===== config.mk =====
export PLATFORM = sky130hd
export DESIGN_NAME = positional_list_store_flat
export DESIGN_NICKNAME = d
export VERILOG_FILES = /design/src/rtl/lps_pkg.sv /design/src/rtl/lps_if.sv /design/src/rtl/lps_ctrl.sv /design/src/rtl/lps_datapath.sv /design/src/rtl/positional_list_store.sv /design/src/flat_wrapper.sv
export SDC_FILE = /design/constraint.sdc
export NUM_CORES = 1
export LEC_CHECK = 0
export BUFFER_PORTS_ARGS = -buffer_cell sky130_fd_sc_hd__buf_2
export CORE_UTILIZATION = 35
export CTS_CLUSTER_SIZE = 10
export DETAILED_ROUTE_END_ITERATION = 16
export PLACE_DENSITY_LB_ADDON = 0.12
export SKIP_CTS_REPAIR_TIMING = 1
export SYNTH_ARGS = -nofsm -noshare
export SYNTH_HDL_FRONTEND = slang
export SYNTH_HIERARCHICAL = 1
export SYNTH_SLANG_ARGS = --single-unit

===== constraint.sdc =====
create_clock -name clk -period 5.1 [get_ports clk]
set_input_delay 1.02 -clock clk [delete_from_list [all_inputs] [get_ports clk]]
set_output_delay 1.02 -clock clk [all_outputs]
set_load 0.03 [all_outputs]

===== src/rtl/lps_pkg.sv =====
// Shared constants, operation codes and control structs for the list store.
`timescale 1ns / 1ps
package lps_pkg;

  localparam int DEPTH_DEF = 16;
  localparam int DATA_W    = 32;
  localparam int POS_W     = 5;
  localparam int LEN_W     = 5;
  localparam int CAP_W     = 5;
  localparam int KIND_W    = 2;

  localparam logic [CAP_W-1:0] CAP_RESET = 5'd16;

  localparam logic [KIND_W-1:0] KIND_INSERT = 2'd0;
  localparam logic [KIND_W-1:0] KIND_REMOVE = 2'd1;
  localparam logic [KIND_W-1:0] KIND_READ   = 2'd2;

  // controller -> datapath
  typedef struct packed {
    logic idle;
    logic judge;
    logic start;
    logic shift;
    logic flush;
    logic put;
    logic fetch;
    logic finish;
  } lps_cmd_t;

  // datapath -> controller
  typedef struct packed {
    logic              req_valid;
    logic              ok_now;
    logic              more;
    logic [KIND_W-1:0] kind;
    logic              rsp_busy;
  } lps_stat_t;

endpackage


===== src/rtl/lps_if.sv =====
// Request, response and capacity-write channel interfaces.
`timescale 1ns / 1ps
interface lps_req_if import lps_pkg::*; ();
  logic                     valid;
  logic                     ready;
  logic [KIND_W-1:0]        kind;
  logic [POS_W-1:0]         position;
  logic signed [DATA_W-1:0] value;

  modport source (output valid, kind, position, value, input ready);
  modport sink   (input valid, kind, position, value, output ready);
endinterface

interface lps_rsp_if import lps_pkg::*; ();
  logic                     valid;
  logic                     ready;
  logic                     ok;
  logic signed [DATA_W-1:0] read_value;
  logic [LEN_W-1:0]         length;
  logic                     full_res;

  modport source (output valid, ok, read_value, length, full_res, input ready);
  modport sink   (input valid, ok, read_value, length, full_res, output ready);
endinterface

interface lps_cfg_if import lps_pkg::*; ();
  logic             valid;
  logic             ready;
  logic [CAP_W-1:0] data;

  modport source (output valid, data, input ready);
  modport sink   (input valid, data, output ready);
endinterface


===== src/rtl/lps_ctrl.sv =====
// Sequencer for the list store: steps each operation through the datapath.
`timescale 1ns / 1ps
module lps_ctrl import lps_pkg::*; (
  input  logic      clk,
  input  logic      rst,
  input  lps_stat_t stat,
  output lps_cmd_t  cmd
);

  typedef enum logic [2:0] {
    ST_IDLE,
    ST_CHECK,
    ST_SHIFT,
    ST_FLUSH,
    ST_PUT,
    ST_DONE
  } state_t;

  state_t state;

  always_comb begin
    cmd = '0;
    case (state)
      ST_IDLE:  cmd.idle = 1'b1;
      ST_CHECK: begin
        cmd.judge = 1'b1;
        if (stat.ok_now) begin
          if (stat.kind == KIND_READ) begin
            cmd.fetch = 1'b1;
          end else begin
            cmd.start = 1'b1;
          end
        end
      end
      ST_SHIFT: cmd.shift  = stat.more;
      ST_FLUSH: cmd.flush  = 1'b1;
      ST_PUT:   cmd.put    = 1'b1;
      ST_DONE:  cmd.finish = !stat.rsp_busy;
      default:  cmd = '0;
    endcase
  end

  always_ff @(posedge clk) begin
    if (rst) begin
      state <= ST_IDLE;
    end else begin
      case (state)
        ST_IDLE: begin
          if (stat.req_valid) state <= ST_CHECK;
        end
        ST_CHECK: begin
          // rejected ops and reads go straight to the result
          if (stat.ok_now && (stat.kind == KIND_INSERT || stat.kind == KIND_REMOVE)) begin
            state <= ST_SHIFT;
          end else begin
            state <= ST_DONE;
          end
        end
        ST_SHIFT: begin
          if (!stat.more) state <= ST_FLUSH;
        end
        ST_FLUSH: state <= ST_PUT;
        ST_PUT:   state <= ST_DONE;
        ST_DONE: begin
          if (!stat.rsp_busy) state <= ST_IDLE;
        end
        default:  state <= ST_IDLE;
      endcase
    end
  end

endmodule


===== src/rtl/lps_datapath.sv =====
// Entry memory, count, capacity register, shift pointer and result register.
`timescale 1ns / 1ps
module lps_datapath import lps_pkg::*; #(
  parameter int DEPTH = DEPTH_DEF
) (
  input  logic             clk,
  input  logic             rst,
  lps_req_if.sink          req,
  lps_rsp_if.source        rsp,
  lps_cfg_if.sink          cfg,
  input  lps_cmd_t         cmd,
  output lps_stat_t        stat
);

  localparam int AW    = $clog2(DEPTH);
  localparam int CNT_W = $clog2(DEPTH + 1);
  localparam int CMP_W = (CNT_W > POS_W) ? CNT_W : POS_W;

  logic [DATA_W-1:0] mem [DEPTH];
  logic [DATA_W-1:0] rd_q;

  logic [CNT_W-1:0]  count;
  logic [CAP_W-1:0]  cap;
  logic [KIND_W-1:0] kind_q;
  logic [POS_W-1:0]  pos_q;
  logic [DATA_W-1:0] val_q;
  logic              ok_q;
  logic [AW-1:0]     ptr;
  logic              pend;
  logic [AW-1:0]     pend_addr;

  logic              rsp_valid;
  logic              rsp_ok;
  logic [DATA_W-1:0] rsp_rv;
  logic [LEN_W-1:0]  rsp_len;
  logic              rsp_full;

  logic [CMP_W-1:0]  cnt_ext, pos_ext, ptr_ext, cap_ext, depth_ext, cap_eff;
  logic              ok_now, more, up, take;
  logic              rd_en, wr_en;
  logic [AW-1:0]     rd_addr, wr_addr;
  logic [DATA_W-1:0] wr_data;

  // nothing is taken while reset is held
  assign req.ready = cmd.idle & ~rst;
  assign take      = req.valid & req.ready;
  assign cfg.ready = ~rst;

  assign cnt_ext   = CMP_W'(count);
  assign pos_ext   = CMP_W'(pos_q);
  assign ptr_ext   = CMP_W'(ptr);
  assign cap_ext   = CMP_W'(cap);
  assign depth_ext = CMP_W'(DEPTH);
  assign cap_eff   = (cap_ext > depth_ext) ? depth_ext : cap_ext;
  assign up        = (kind_q == KIND_INSERT);

  always_comb begin
    case (kind_q)
      KIND_INSERT: ok_now = (cnt_ext < cap_eff) && (pos_ext <= cnt_ext) &&
                            (cnt_ext < depth_ext);
      KIND_REMOVE: ok_now = (pos_ext < cnt_ext);
      KIND_READ:   ok_now = (pos_ext < cnt_ext);
      default:     ok_now = 1'b0;
    endcase
  end

  // insert walks down toward pos, remove walks up toward the tail
  assign more = up ? (ptr_ext > pos_ext) : ((ptr_ext + CMP_W'(1)) < cnt_ext);

  assign stat.req_valid = req.valid;
  assign stat.ok_now    = ok_now;
  assign stat.more      = more;
  assign stat.kind      = kind_q;
  assign stat.rsp_busy  = rsp_valid & ~rsp.ready;

  assign rd_en   = cmd.shift | cmd.fetch;
  assign rd_addr = cmd.fetch ? pos_ext[AW-1:0] : (up ? ptr - AW'(1) : ptr + AW'(1));
  assign wr_en   = ((cmd.shift | cmd.flush) & pend) | (cmd.put & up);
  assign wr_addr = cmd.put ? ptr : pend_addr;
  assign wr_data = cmd.put ? val_q : rd_q;

  always_ff @(posedge clk) begin
    if (rd_en) rd_q <= mem[rd_addr];
    if (wr_en) mem[wr_addr] <= wr_data;
  end

  always_ff @(posedge clk) begin
    if (take) begin
      kind_q <= req.kind;
      pos_q  <= req.position;
      val_q  <= req.value;
    end
    if (cmd.judge) ok_q <= ok_now;
    if (cmd.start) begin
      ptr <= up ? count[AW-1:0] : pos_ext[AW-1:0];
    end else if (cmd.shift) begin
      ptr       <= up ? ptr - AW'(1) : ptr + AW'(1);
      pend_addr <= ptr;
    end
    if (cmd.finish) begin
      rsp_ok   <= ok_q;
      rsp_rv   <= (ok_q && kind_q == KIND_READ) ? rd_q : '0;
      rsp_len  <= cnt_ext[LEN_W-1:0];
      rsp_full <= (cnt_ext >= cap_eff);
    end
  end

  always_ff @(posedge clk) begin
    if (rst) begin
      count     <= '0;
      cap       <= CAP_RESET;
      pend      <= 1'b0;
      rsp_valid <= 1'b0;
    end else begin
      if (cfg.valid) cap <= cfg.data;
      if (cmd.start || cmd.flush) begin
        pend <= 1'b0;
      end else if (cmd.shift) begin
        pend <= 1'b1;
      end
      if (cmd.put) count <= up ? count + CNT_W'(1) : count - CNT_W'(1);
      if (cmd.finish) begin
        rsp_valid <= 1'b1;
      end else if (rsp_valid && rsp.ready) begin
        rsp_valid <= 1'b0;
      end
    end
  end

  assign rsp.valid      = rsp_valid;
  assign rsp.ok         = rsp_ok;
  assign rsp.read_value = rsp_rv;
  assign rsp.length     = rsp_len;
  assign rsp.full_res   = rsp_full;

endmodule


===== src/rtl/positional_list_store.sv =====
// Positional list store: ordered list with insert, remove and read at an index.
`timescale 1ns / 1ps
// Channels:
//   req  - one beat per operation: kind (insert/remove/read), position, value.
//   rsp  - one beat per operation: ok, read_value, length, full_res.
//   cfg  - capacity write; ready whenever out of reset; user must write it only while idle, unchecked by the block.
// Operation flow (p = position):
//   read or rejected op : checked, then straight to the response.
//   insert or remove    : checked, shift pass between p and the tail, flush, then put.
//   With no rsp stall, the next request is taken at the edge of the previous response beat.
//   The entries live in a single-port-write, registered-read memory, so an
//   insert or remove moves one entry per cycle through the read/write pair;
//   that shift pass sets the cost of an operation.
// One operation is in flight at a time; req.ready is high only while idle.
// The response sits in an output register: if rsp stalls, the next request
// is still taken and worked, and its result waits until the register frees.
// Reset: list empty, capacity 16, no response pending. Memory contents are
// not cleared; entries are only read after they have been written.
module positional_list_store import lps_pkg::*; #(
  parameter int DEPTH = DEPTH_DEF
) (
  input  logic      clk,
  input  logic      rst,
  lps_req_if.sink   req,
  lps_rsp_if.source rsp,
  lps_cfg_if.sink   cfg
);

  lps_cmd_t  cmd;
  lps_stat_t stat;

  // sequencer: one state per phase of an operation
  lps_ctrl u_ctrl (
    .clk  (clk),
    .rst  (rst),
    .stat (stat),
    .cmd  (cmd)
  );

  // storage, pointer arithmetic and the result register
  lps_datapath #(
    .DEPTH (DEPTH)
  ) u_datapath (
    .clk  (clk),
    .rst  (rst),
    .req  (req),
    .rsp  (rsp),
    .cfg  (cfg),
    .cmd  (cmd),
    .stat (stat)
  );

endmodule

===== src/flat_wrapper.sv =====
// flat-port wrapper written by rule: the top's interface ports become plain ports
module positional_list_store_flat import lps_pkg::*;
#(
  parameter int DEPTH = DEPTH_DEF
)
  (clk, rst, req_valid, req_kind, req_position, req_value, req_ready, rsp_valid, rsp_ok, rsp_read_value, rsp_length, rsp_full_res, rsp_ready, cfg_valid, cfg_data, cfg_ready);
  lps_req_if req_i ();
  lps_rsp_if rsp_i ();
  lps_cfg_if cfg_i ();
  input  logic clk;
  input  logic rst;
  input wire logic [$bits(req_i.valid)-1:0] req_valid;
  input wire logic [$bits(req_i.kind)-1:0] req_kind;
  input wire logic [$bits(req_i.position)-1:0] req_position;
  input wire logic [$bits(req_i.value)-1:0] req_value;
  output wire logic [$bits(req_i.ready)-1:0] req_ready;
  output wire logic [$bits(rsp_i.valid)-1:0] rsp_valid;
  output wire logic [$bits(rsp_i.ok)-1:0] rsp_ok;
  output wire logic [$bits(rsp_i.read_value)-1:0] rsp_read_value;
  output wire logic [$bits(rsp_i.length)-1:0] rsp_length;
  output wire logic [$bits(rsp_i.full_res)-1:0] rsp_full_res;
  input wire logic [$bits(rsp_i.ready)-1:0] rsp_ready;
  input wire logic [$bits(cfg_i.valid)-1:0] cfg_valid;
  input wire logic [$bits(cfg_i.data)-1:0] cfg_data;
  output wire logic [$bits(cfg_i.ready)-1:0] cfg_ready;
  assign req_i.valid = req_valid;
  assign req_i.kind = req_kind;
  assign req_i.position = req_position;
  assign req_i.value = req_value;
  assign req_ready = req_i.ready;
  assign rsp_valid = rsp_i.valid;
  assign rsp_ok = rsp_i.ok;
  assign rsp_read_value = rsp_i.read_value;
  assign rsp_length = rsp_i.length;
  assign rsp_full_res = rsp_i.full_res;
  assign rsp_i.ready = rsp_ready;
  assign cfg_i.valid = cfg_valid;
  assign cfg_i.data = cfg_data;
  assign cfg_ready = cfg_i.ready;
  positional_list_store #(.DEPTH(DEPTH)) u_core (.clk(clk), .rst(rst), .req(req_i), .rsp(rsp_i), .cfg(cfg_i));
endmodule

=== Word level (Yosys, flattened, before mapping) ===
Memories as Yosys holds them, arrays and structs flattened. A register that Yosys moved wholly into a read port is not among the register bits.
Cells that the tools add are included.

* Flip-flop bits (word level): 102
* Bits in writable memories: 512
* Bits of input ports: 49
* Output and inout bits: 42
* Logic and storage cells: 97
* Memories: 1

* $add $sub $neg: 5
* Order comparisons: 8
* Equal/unequal tests: 10
* Muxes and demuxes: 31
* Bitwise gates (word level): 11
* Reduce and logical (&&, ||, !) cells: 16

{| class="wikitable"
|+ Memories
! name !! depth !! width !! read ports !! clocked after Yosys merged registers in !! write ports !! RTL line !! text
|-
| u_core.u_datapath.mem || 16 || 32 || 1 || 1 || 1 || lps_datapath.sv:19 || <nowiki>logic [DATA_W-1:0] mem [DEPTH];</nowiki>
|}

{| class="wikitable"
|+ Operators by type and width
! cell !! count
|-
| 32-bit two-way mux || 1
|-
| 4-bit two-way mux || 6
|-
| 3-bit case mux with 6 select lines || 1
|-
| 5-bit less-than comparator || 3
|-
| 1-bit two-way mux || 15
|-
| 3-bit two-way mux || 4
|-
| 5-bit two-way mux || 2
|-
| 3-bit by 2-bit == test with 1-bit output, second input constant || 2
|-
| 3-bit == test, second input constant || 2
|-
| 2-bit != test, second input constant || 3
|-
| 4-bit by 1-bit adder with 5-bit output, second input constant || 1
|-
| 5-bit by 1-bit adder with 5-bit output, second input constant || 1
|-
| 1-bit AND || 5
|-
| 5-bit >= comparator || 1
|-
| 4-bit by 5-bit > comparator with 1-bit output || 1
|-
| 5-bit > comparator, second input constant || 1
|-
| 5-bit less-or-equal comparator || 1
|-
| 1-bit logical AND || 5
|-
| 5-bit less-than comparator, second input constant || 1
|-
| 5-bit by 1-bit subtractor with 5-bit output, second input constant || 1
|-
| 4-bit by 1-bit adder with 4-bit output, second input constant || 1
|-
| 2-bit nonzero test || 2
|-
| 2-bit OR reduction || 2
|-
| 4-bit by 1-bit subtractor with 4-bit output, second input constant || 1
|-
| other kinds (13) || 18
|}

=== Logic depth before layout (Yosys ltp) ===
Gate-level depths: netlist of run 1.

* Depth after elaboration: 10
* Gate-level depth with buffers: 18
* Gate-level depth less buffers: 14

=== Cells and area by module ===
The synthesis of run 1 kept the hierarchy.

{| class="wikitable"
|+ Modules (own cells, without submodules)
! module !! instances !! cells each !! area an instance (µm²)
|-
| lps_datapath || 1 || 1,172 || 25,227.9
|-
| lps_ctrl || 1 || 30 || 246.5
|}

=== Worst setup path before layout of run 1 ===
Ideal clock, no wire load.

* Kind: register -> register
* From: register u_core.u_datapath.ptr[1]
* To: memory u_core.u_datapath.mem[0][0], enable pin
* Arrival time: 4.212 ns
* Required time: 4.679 ns
* Setup slack: 0.467 ns
* Stages on the path, launching flop included: 15
* Buffers on the path: 1
* Cells stage by stage: edfxtp_1 ha_1 ha_1 a21boi_1 o21a_1 o21a_1 o21a_1 o32ai_1 buf_4 nand2_1 nor3_1 o21ai_0 o21ai_0 o21ai_0 nor2_1

{| class="wikitable"
|+ RTL lines
! item !! RTL line !! text
|-
| start: declaration || lps_datapath.sv:28 || <nowiki>logic [AW-1:0] ptr;</nowiki>
|-
| start signal: assignment || lps_datapath.sv:95 || <nowiki>ptr <= up ? count[AW-1:0] : pos_ext[AW-1:0];</nowiki>
|-
| start signal: assignment || lps_datapath.sv:97 || <nowiki>ptr <= up ? ptr - AW'(1) : ptr + AW'(1);</nowiki>
|-
| end: declaration || lps_datapath.sv:19 ||
|}

==> results of run 1 <==
cell families after synthesis:
| kind of cell | after synthesis | share of synthesized area, % |
|---|---|---|
| AOI/OAI and AO/OA | 46 | 1.233 |
| xor gates and xnor gates | 10 | 0.3438 |
| adders and majority gates | 29 | 1.483 |
| buffers and inverters | 81 | 1.744 |
| DFF | 646 | 75.56 |
| muxes | 272 | 17.18 |
| and+or+nand+nor | 118 | 2.461 |
sequential cells by signal (all words and copies together) (netlist names):
name and count:
u_core/u_datapath/mem 512, u_core/u_datapath/rd_q 32, u_core/u_datapath/rsp.read_value 32, u_core/u_datapath/val_q 32
u_core/u_datapath/cap 5, u_core/u_datapath/cnt_ext 5, u_core/u_datapath/pos_ext 5, u_core/u_datapath/rsp.length 5
u_core/u_datapath/pend_addr 4, u_core/u_datapath/ptr 4, u_core/u_ctrl/state 3, u_core/u_datapath/kind_q 2
u_core/u_datapath/ok_q 1, u_core/u_datapath/pend 1, u_core/u_datapath/rsp.full_res 1, u_core/u_datapath/rsp.ok 1
u_core/u_datapath/rsp.valid 1
synthesized netlist by cell type, drive strengths merged (2+ instances only):
master    n
mux4    128
nor2b     8
xnor2     7
ha       27
a21o      5
o21a      5
nor3b     6
nand2    15
xor2      3
nand3     4
mux2     32
edfxtp  631
a21boi    2
clkbuf   15
fa        2
o211ai    2
o32ai     2
nor2     33
mux2i   112
o21ai     9
buf      47
and3     37
a21oi    13
or2       2
nor3      6
dfxtp    15
inv      19
power by group through the flow:
stage / sequential [uW] / combinational, uW / clock, uW
6_report: 6000 / 1010 / 4890
4_1_cts: 6000 / 1040 / 5030
3_3_place_gp: 6110 / 1030 / 0
5_1_grt: 6000 / 1100 / 5220
2_1_floorplan: 6130 / 643 / 0
3_5_place_dp: 6100 / 1040 / 0
cell type report:
type	instances	area [um2]	share of cell area, %
tap	950	1189	3.979
clock buffer	93	2018	6.756
inverter	19	71.32	0.2388
timing repair buffer	152	1229	4.113
clock inverter	14	158.9	0.5320
sequential	646	19250	64.44
multi-input combinational	475	5957	19.94
metrics by stage:
step	area, um2	cells	hold slack [ps]	setup slack (ps)	power (uW)
floorplan	25470	1202	452.0	467.2	6769
global placement	27690	2242	474.4	700.9	7134
detailed placement	27690	2242	478.7	709.2	7144
CTS	29870	2349	491.4	665.2	12070
global route	29870	2349	525.6	336.0	12320
finish	29870	2349	488.3	687.9	11900
worst register-to-register path: stages, from the launching register on:
cell	delay [ps]
edfxtp_1	510
ha_1	340
nor2b_1	140
o21ai_0	200
nand2_1	90
a2111o_1	370
a21oi_1	230
nand2_1	120
nor3b_2	350
mux2i_4	370
buf_12	250
buf_12	260
mux4_2	570
mux2i_1	220
mux2i_1	110
how the worst max path moves through the flow:
| stage | startpoint | to | slack [ps] | depth (start not counted) |
|---|---|---|---|---|
| detailed placement | u_core/u_datapath/pos_ext[1] | u_core/u_datapath/rd_q[15] | 710 | 14 |
| global route | u_core/u_datapath/pos_ext[1] | u_core/u_datapath/rd_q[18] | 340 | 14 |
| floorplan | u_core/u_datapath/ptr[1] | u_core/u_datapath/mem[0][0] | 470 | 14 |
| global placement | u_core/u_datapath/pos_ext[1] | u_core/u_datapath/rd_q[20] | 700 | 15 |
| CTS | u_core/u_datapath/pos_ext[1] | u_core/u_datapath/rd_q[15] | 670 | 14 |
| finish | u_core/u_datapath/pos_ext[1] | u_core/u_datapath/rd_q[13] | 690 | 14 |
routing by layer:
metal,global-route usage [%],vias up,share of wire (%)
li1,-,5252,-
met1,22.96,6423,45
met2,27.24,248,49
met3,2.893,58,4.3
met4,4.406,0,1.5
met5,0,-,0
==> summary.md, run 1 <==
| Metric | Value |
|---|---|
| Main synth FF type | edfxtp_1 |
| Internal power | roughly 9200 uW |
| Grt ovf | 0 |
| Hpwl dp | 33870 um |
| Total of fill cells in the finished design | about 6300 |
| Required time of the critical path | 5440 ps |
| CTS buffer count | between 70 and 80 |
| CTS H-tree depth | 3 |
| Routed Antenna Nets | 0 |
| Post-synth EDFFs | about 630 |
| First-pass GRT wire length | roughly 89000 um |
| Vias in the first global route | 12740 |
| Number of max-cap violations | 0 |
| Final core utilization | 41.64% |
| DRT iter0 DRCs | ~850 |
| Gpl congestion | 0.7480 |
| Initial Util | between 30% and 40% |
| Crit path kind | flip-flop to flip-flop |
| Largest stage delay on the critical path | 530 ps |
| Worst slew pin tran | 1075 ps |
| Hold EP | u_core/u_datapath/pend |
| Antenna Cells | 0 |
| Via count | 11980 |
| Clock Skews | approximately 18 ps |
| CTS tree | yes |
| Largest cells by area after synthesis | edfxtp_1 74%, mux4_2 11%, mux2i_1 4.3% |
| Chip Height | 271.8 um |
| R2r setup slk | 690 ps |
| Sequential Power Share | 50.4% |
| Max Slew Vio Count | 0 |
| FF+latch count, synth | 646 |
| Syn Area/Cell | about 21 um2 |
| Status | finished clean |
| Tmin final | 4412 ps |
| Sum Neg Setup Slack | 0 ps |
| Max-slew headroom | 28.02% |
| IO buf count | 90 |
| Hold_sp | u_core/u_datapath/pend |
| CTS root buf | clkbuf_16 |
| Critical Path Fanout Max | 22 |
| Final WL | 60650 um |
| Critical Path Sink Type | flip-flop |
| Max VDD drop | 205.1 uV |
| DRC | 0 |
| Worst r2r dst | u_core/u_datapath/rd_q[13] |
| Post-Syn Nets | 1280 |
| DRT Pass-1 Iters | 5 |
| Worst-case clock buffer depth | 3 |
| Mapped cell area | 25470 um2 |
| Worst R2R Start | u_core/u_datapath/pos_ext[1] |
| Static Leak | 0.009989 uW |
| # IOs | 91 |
| RSZ-0062 raised after global routing | false |
| Die Area | 73870 um2 |
| Finish-stage setup viols | 0 |
| Period Utilization, post-route | between 80% and 90% |
| Area grow syn2layout | 17.26% |
| Largest net degree at the start of global routing | 48 |
| CP arrival | 4750 ps |
| Most frequent cells in the layout | 631 x edfxtp_1, 127 x mux4_2, 108 x mux2i_1, 90 x buf_2, 78 x clkbuf_16 |
| Largest delay contributor family on the critical path | multiplexers |
| Yosys top cell area share | 74.38% |
| Buf+Inv Stages, Crit Path | 2 |
| Worst r2r path cells | 14 |
| Sequential share of the synthesized area | 75.56% |
| Yosys cell types | 50 |
| Hold path depth | 2 |
| GR Util All Layers | 16.65% |
| Cell Rows | roughly 100 |
| Power Density | between 300 and 400 nW/um2 |
| Worst path slowest cell | mux4_2 |
| Commonest non-fill, non-tap cell in the layout | edfxtp_1 |
| Critical Path Source Type | flip-flop |
| Antenna violations before repair | 2 |
| Die width | approximately 270 um |
| Crit-path cells | ha_1 > nor2b_1 > o21ai_0 > nand2_1 > a2111o_1 > a21oi_1 > nand2_1 > nor3b_2 > mux2i_4 > buf_12 > buf_12 > mux4_2 > mux2i_1 > mux2i_1 |
| Final Hold Vio Count | 0 |
| DR vias/cell | 5.100 |
| Hold Path Class | flip-flop to flip-flop |
| Layout cells sized above 1 | 30.81% |
| Sw Ratio | 22.54% |
| DR WL/cell | 25.82 um |
| Core area | just over 70000 um2 |
| Comb power frac | approximately 8.5% |
| Psw | 2681 uW |
| F_max | 0.2267 GHz |
| Yosys warnings | 6 |
| Worst-Skew Late Latency | between 600 and 700 ps |
| Mapped Cells | 1202 |
| Leading area contributor after synthesis | edfxtp_1 |
| Async set-reset flop share out of synthesis | 0% |
| Clock power share | 41.1% |
| Clock transition at path regs | 60 ps |
| NumNets Final | 1449 |
| Clk sinks | between 600 and 700 |
Note: power is estimated with default switching activity, not from simulation.
==> run 2: changes to the inputs <==
--- a/config.mk
+++ b/config.mk
@@ -6,8 +6,8 @@
 export NUM_CORES = 1
 export LEC_CHECK = 0
 export BUFFER_PORTS_ARGS = -buffer_cell sky130_fd_sc_hd__buf_2
-export CORE_UTILIZATION = 35
-export CTS_CLUSTER_SIZE = 10
+export CORE_UTILIZATION = 37
+export CTS_CLUSTER_SIZE = 24
 export DETAILED_ROUTE_END_ITERATION = 16
 export PLACE_DENSITY_LB_ADDON = 0.12
 export SKIP_CTS_REPAIR_TIMING = 1
==> summary.md, run 2 (same netlist as run 1, synthesis figures left out) <==
| Metric | Value |
|---|---|
| Largest delay contributor family on the critical path | compound AO/OA/AOI/OAI gates |
| Worst R2R Start | u_core/u_datapath/ptr[1] |
| Met3 routed WL | 2183 um (-16%) |
| NumNets Final | 1430 (-1.3%) |
| Grt ovf | 0 (unchanged) |
| Finished Cell Area | 29650 um2 (-0.75%) |
| Worst r2r path cells | 15 (+1) |
| Period Utilization, post-route | 87.81% (+1.3 points) |
| R2r setup slk | 620 ps (-70 ps) |
| Hold EP | u_core/u_datapath/pend |
| Critical Path Sink Type | flip-flop |
| CTS buffer count | 73 (-5.2%) |
| Die Area | 69900 um2 (-5.4%) |
| DRC | 0 (unchanged) |
| Required time of the critical path | 5390 ps (-50 ps) |
| Internal power | 9154 uW (-0.66%) |
| Commonest non-fill, non-tap cell in the layout | edfxtp_1 |
| Most frequent cells in the layout | 631 x edfxtp_1, 127 x mux4_2, 108 x mux2i_1, 90 x buf_2, 74 x clkbuf_16 |
| Crit path kind | flip-flop to flip-flop |
| Die width | 264.4 um (-2.7%) |
| Max Slew Vio Count | 0 (unchanged) |
| DR vias/cell | 5.221 (+2.4%) |
| Max VDD drop | 256.6 uV (+25%) |
| Hold_sp | u_core/u_datapath/pend |
| Final WL | 58730 um (-3.2%) |
| Chip Height | 264.4 um (-2.7%) |
| DRT iter0 DRCs | 690 (-19%) |
| Tmin final | 4478 ps (+66.04 ps) |
| Antenna violations before repair | 1 (-1) |
| Power Density | 397.7 nW/um2 (-0.14%) |
| Worst path slowest cell | edfxtp_1 |
| # IOs | 91 (unchanged) |
| F_max | 0.2233 GHz (-1.5%) |
| CP arrival | 4760 ps (about the same) |
| WP depth | 15 (+1) |
| Via count | 11900 (-0.69%) |
| Worst-case clock buffer depth | 3 (unchanged) |
| CTS H-tree depth | 3 (unchanged) |
| CTS tree | yes |
| Crit-path cells | ha_1 > ha_1 > a21boi_1 > o21a_1 > o21a_1 > o21a_1 > o32ai_1 > nand2_1 > nor3_1 > buf_4 > o21ai_0 > o21ai_0 > nand2_1 > nor2_4 > buf_12 |
| First-pass GRT wire length | 86910 um (-1.8%) |
| Clock power share | 41.0% (about the same) |
| GR Util All Layers | 17.23% (+0.58 points) |
| Comb power frac | 8.0% (-0.5 points) |
| Number of max-cap violations | 0 (unchanged) |
| Buf+Inv Stages, Crit Path | 2 (unchanged) |
| IO buf count | 90 (unchanged) |
| Status | finished clean |
| Sw Ratio | 22.36% (-0.18 points) |
| Core area | 67630 um2 (-5.7%) |
| Clock transition at path regs | 60 ps (about the same) |
| Layout cells sized above 1 | 29.89% (-0.91 points) |
| Hpwl dp | 30600 um (-9.7%) |
| Final Hold Vio Count | 0 (unchanged) |
| Largest stage delay on the critical path | 560 ps (+30 ps) |
| Finish-stage setup viols | 0 (unchanged) |
| DR WL/cell | 25.77 um (-0.20%) |
| RSZ-0062 raised after global routing | false |
| Max-slew headroom | 30.52% (+2.5 points) |
| Static Leak | 0.009905 uW (-0.84%) |
| M1 wire length | 25460 um (-7.5%) |
| CP most frequent cell | o21a_1 |
| Reg with most FFs | u_core/u_datapath/mem |
| Met2 Wirelength | 29710 um (+0.32%) |
| Routed Antenna Nets | 0 (unchanged) |
| Area grow syn2layout | 16.38% |
| CTS root buf | clkbuf_16 |
| Post-DP Area | 27470 um2 (-0.80%) |
| Clk sinks | 646 (unchanged) |
| Sequential Power Share | 51.0% (+0.6 points) |
| Vias in the first global route | 12630 (-0.79%) |
| Worst slew pin tran | 1042 ps (-32.50 ps) |
| Sum Neg Setup Slack | 0 ps (unchanged) |
| Psw | 2637 uW (-1.7%) |
| Highest routed layer | met4 |
| Gpl congestion | 0.7411 (-0.92%) |
| Hold path depth | 2 (unchanged) |
| DRT Pass-1 Iters | 4 (-1) |
| Critical Path Source Type | flip-flop |
| Worst r2r dst | u_core/u_datapath/mem[3][10] |
| Largest net degree at the start of global routing | 65 (+35%) |
| Hold Path Class | flip-flop to flip-flop |
| Critical Path Fanout Max | 16 (-27%) |
| Initial Util | 37.67% (+2.2 points) |
| Clock Skews | 20.63 ps (+2.480 ps) |
| Worst-Skew Late Latency | 590 ps (-20 ps) |
| Cell Rows | 95 (-3.1%) |
| Max FFs per register | 512 (unchanged) |
run 2: worst register-to-register path, delay by kind of cell (launching register included):
| family | cells | cell delay, ps |
|---|---|---|
| AOI/OAI and AO/OA | 7 | 1370 |
| and+or+nand+nor | 4 | 1180 |
| adders and majority gates | 2 | 620 |
| DFF | 1 | 560 |
| buffers and inverters | 2 | 420 |
run 2: metal layers:
layer  global-route usage, %  up-vias
li1                        -     5250
met2                   29.29      203
met4                   5.814        0
met5                       0        -
met3                   3.038       92
met1                   22.33     6353
run 2: how the worst max path moves through the flow:
stage | start | end | slack [ps]
after floorplan | u_core/u_datapath/ptr[1] | u_core/u_datapath/mem[0][0] | 470
after global placement | u_core/u_datapath/ptr[1] | u_core/u_datapath/mem[3][16] | 580
after detailed placement | u_core/u_datapath/ptr[1] | u_core/u_datapath/mem[3][11] | 590
after CTS | u_core/u_datapath/ptr[1] | u_core/u_datapath/mem[3][31] | 530
after global routing | u_core/u_datapath/ptr[1] | u_core/u_datapath/mem[3][31] | 350
final | u_core/u_datapath/ptr[1] | u_core/u_datapath/mem[3][10] | 620
run 2: power by group through the flow:
stage                     combinational [uW]  sequential (uW)  clock [uW]
after floorplan                          643             6130           0
after global placement                   947             6120           0
after detailed placement                 962             6120           0
after CTS                                963             6010        4980
after global routing                    1030             6020        5180
final                                    943             6010        4840
run 2: cell type report:
cell class	count	area [um2]
Antenna cell	1	2.502
Clock buffer	92	1919
Clock inverter	36	254.0
Fill cell	5800	37990
Inverter	19	71.32
Multi-Input combinational cell	475	5957
Sequential cell	646	19250
Tap cell	873	1092
Timing Repair Buffer	137	1104
run 2: through the flow:
stage | total power [uW] | utilization [%] | hold WS [ps] | std cells | worst slack [ps]
5_1_grt | 12220 | 43.83 | 520.4 | 2278 | 349.8
4_1_cts | 11950 | 43.83 | 494.8 | 2278 | 529.7
2_1_floorplan | 6769 | - | 452.0 | 1202 | 467.2
3_5_place_dp | 7082 | 40.62 | 485.9 | 2150 | 588.3
6_report | 11790 | 43.84 | 491.0 | 2279 | 621.9
3_3_place_gp | 7068 | 40.62 | 475.7 | 2150 | 581.4
==> run 3: changes to the inputs <==
--- a/config.mk
+++ b/config.mk
@@ -6,6 +6,7 @@
 export NUM_CORES = 1
 export LEC_CHECK = 0
 export BUFFER_PORTS_ARGS = -buffer_cell sky130_fd_sc_hd__buf_2
+export CORE_MARGIN = 4
 export CORE_UTILIZATION = 37
 export CTS_CLUSTER_SIZE = 24
 export DETAILED_ROUTE_END_ITERATION = 16
==> summary.md, run 3 (same netlist as run 1, synthesis figures left out) <==
| Metric | Value |
|---|---|
| Status | finished clean |
| CTS buffer count | 72 (-1.4%) |
| RSZ-0062 raised after global routing | false |
| Clock Skews | 16.39 ps (-4.237 ps) |
| Final WL | 60320 um (+2.7%) |
| IO buf count | 90 (unchanged) |
| DRT Pass-1 Iters | 5 (+1) |
| Clk sinks | 646 (unchanged) |
| Worst slew pin tran | 999.9 ps (-42.34 ps) |
| Critical Path Source Type | flip-flop |
| Required time of the critical path | 5400 ps (about the same) |
| Worst path slowest cell | nor2_4 |
| Worst-Skew Late Latency | 600 ps (about the same) |
| Clock transition at path regs | 50 ps (about the same) |
| # IOs | 91 (unchanged) |
| Commonest non-fill, non-tap cell in the layout | edfxtp_1 |
| Core area | 67750 um2 (+0.18%) |
| Most frequent cells in the layout | 631 x edfxtp_1, 127 x mux4_2, 108 x mux2i_1, 90 x buf_2, 77 x clkbuf_16 |
| Area grow syn2layout | 16.92% |
| Worst R2R Start | u_core/u_datapath/ptr[0] |
| Die Area | 73110 um2 (+4.6%) |
| Via count | 12000 (+0.87%) |
| DR WL/cell | 26.36 um (+2.3%) |
| Hold_sp | u_core/u_datapath/pend |
| Power Density | 403.1 nW/um2 (+1.4%) |
| Final core utilization | 43.96% (+0.12 points) |
| Sum Neg Setup Slack | 0 ps (unchanged) |
| DRC | 0 (unchanged) |
| DRT iter0 DRCs | 954 (+38%) |
| Worst-case clock buffer depth | 3 (unchanged) |
| Worst setup margin | 781.5 ps (+159.6 ps) |
| Gpl congestion | 0.7149 (-3.5%) |
| Layout cells sized above 1 | 30.53% (+0.64 points) |
| F_max | 0.2316 GHz (+3.7%) |
| Reg with most FFs | u_core/u_datapath/mem |
| Antenna violations before repair | 2 (+1) |
| Antenna Cells | 0 (-1) |
| NumNets Final | 1440 (+0.70%) |
| Chip Height | 270.4 um (+2.3%) |
| Critical path origin | u_core/u_datapath/ptr[0] |
| CP arrival | 4620 ps (-140 ps) |
| Max VDD drop | 209.5 uV (-18%) |
| Max Slew Vio Count | 0 (unchanged) |
| Critical Path Sink Type | flip-flop |
| DR vias/cell | 5.245 (+0.47%) |
| Crit-path cells | ha_1 > ha_1 > a21boi_1 > o21a_1 > o21a_1 > o21a_1 > o32ai_1 > nand2_1 > nor3_1 > buf_4 > o21ai_0 > o21ai_0 > nand2_1 > nor2_4 > buf_4 |
| Final Non-Filler Cells | 2288 (+0.39%) |
| Placed insts | 2161 (+0.51%) |
| Number of max-cap violations | 0 (unchanged) |
| Static Leak | 0.009995 uW (+0.91%) |
| Critical Path Fanout Max | 7 (-9) |
| Hpwl dp | 32310 um (+5.6%) |
| CTS root buf | clkbuf_16 |
| Vias in the first global route | 12790 (+1.2%) |
| CTS H-tree depth | 3 (unchanged) |
| Worst hold slack | 495.3 ps (+4.307 ps) |
| Final Hold Vio Count | 0 (unchanged) |
| Tmin final | 4318 ps (-159.6 ps) |
| CTS tree | yes |
| Placement Setup Slack | 749.7 ps (+161.4 ps) |
| Grt ovf | 0 (unchanged) |
| Largest net degree at the start of global routing | 64 (-1.5%) |
| Max-slew headroom | 33.03% (+2.5 points) |
| Cell Rows | 95 (unchanged) |
| Finish-stage setup viols | 0 (unchanged) |
| Die width | 270.4 um (+2.3%) |
| CP most frequent cell | o21a_1 |
| Largest stage delay on the critical path | 500 ps (-60 ps) |
| Period Utilization, post-route | 84.68% (-3.1 points) |
| Max FFs per register | 512 (unchanged) |
| Crit path kind | flip-flop to flip-flop |
| Hold Path Class | flip-flop to flip-flop |
| First-pass GRT wire length | 88780 um (+2.2%) |
| Routed Antenna Nets | 0 (unchanged) |
| GR Util All Layers | 16.60% (-0.63 points) |
| Initial Util | 37.60% (-0.066 points) |
[run 3: worst paths after layout]
path | slack [ps] | end | cells after the start
worst max register to register | 780 | u_core/u_datapath/mem[15][30] | 15
worst min-delay path | 500 | u_core/u_datapath/pend | 2
worst max-delay path | 780 | u_core/u_datapath/mem[15][30] | 15
worst min register to register | 500 | u_core/u_datapath/pend | 2
[run 3: layout make-up]
type	count	area [um2]
clock buffer	96	1998
clock inverter	31	281.5
fill	5814	37970
inverter	19	71.32
multi-input combinational	475	5957
sequential	646	19250
tap	873	1092
timing repair buffer	148	1136
[run 3: critical path: cells and delay by family (launching register included)]
kind	cells	cell delay, ps
AOI/OAI and AO/OA	7	1350
adders and majority gates	2	600
buffers and inverters	2	470
DFF	1	400
and+or+nand+nor	4	1200
[run 3: layer usage]
layer	wire [um]	vias to the layer above	track usage, %
li1	-	5261	-
met1	27770	6431	23.32
met5	0	-	0
met4	1186	0	4.815
met3	2321	71	2.594
met2	29040	238	27.06
[run 3: metrics by stage]
stage	total power [uW]	instance area (um2)
finish	12010	29780
global route	12460	29780
CTS	12180	29780
detailed placement	7092	27510
global placement	7078	27510
floorplan	6769	25470
[run 3: where the power goes]
part | switching (uW) | internal, uW | total (uW)
Combinational | 566 | 392 | 958
Sequential | 46.7 | 5960 | 6010
Clock | 2040 | 3000 | 5040
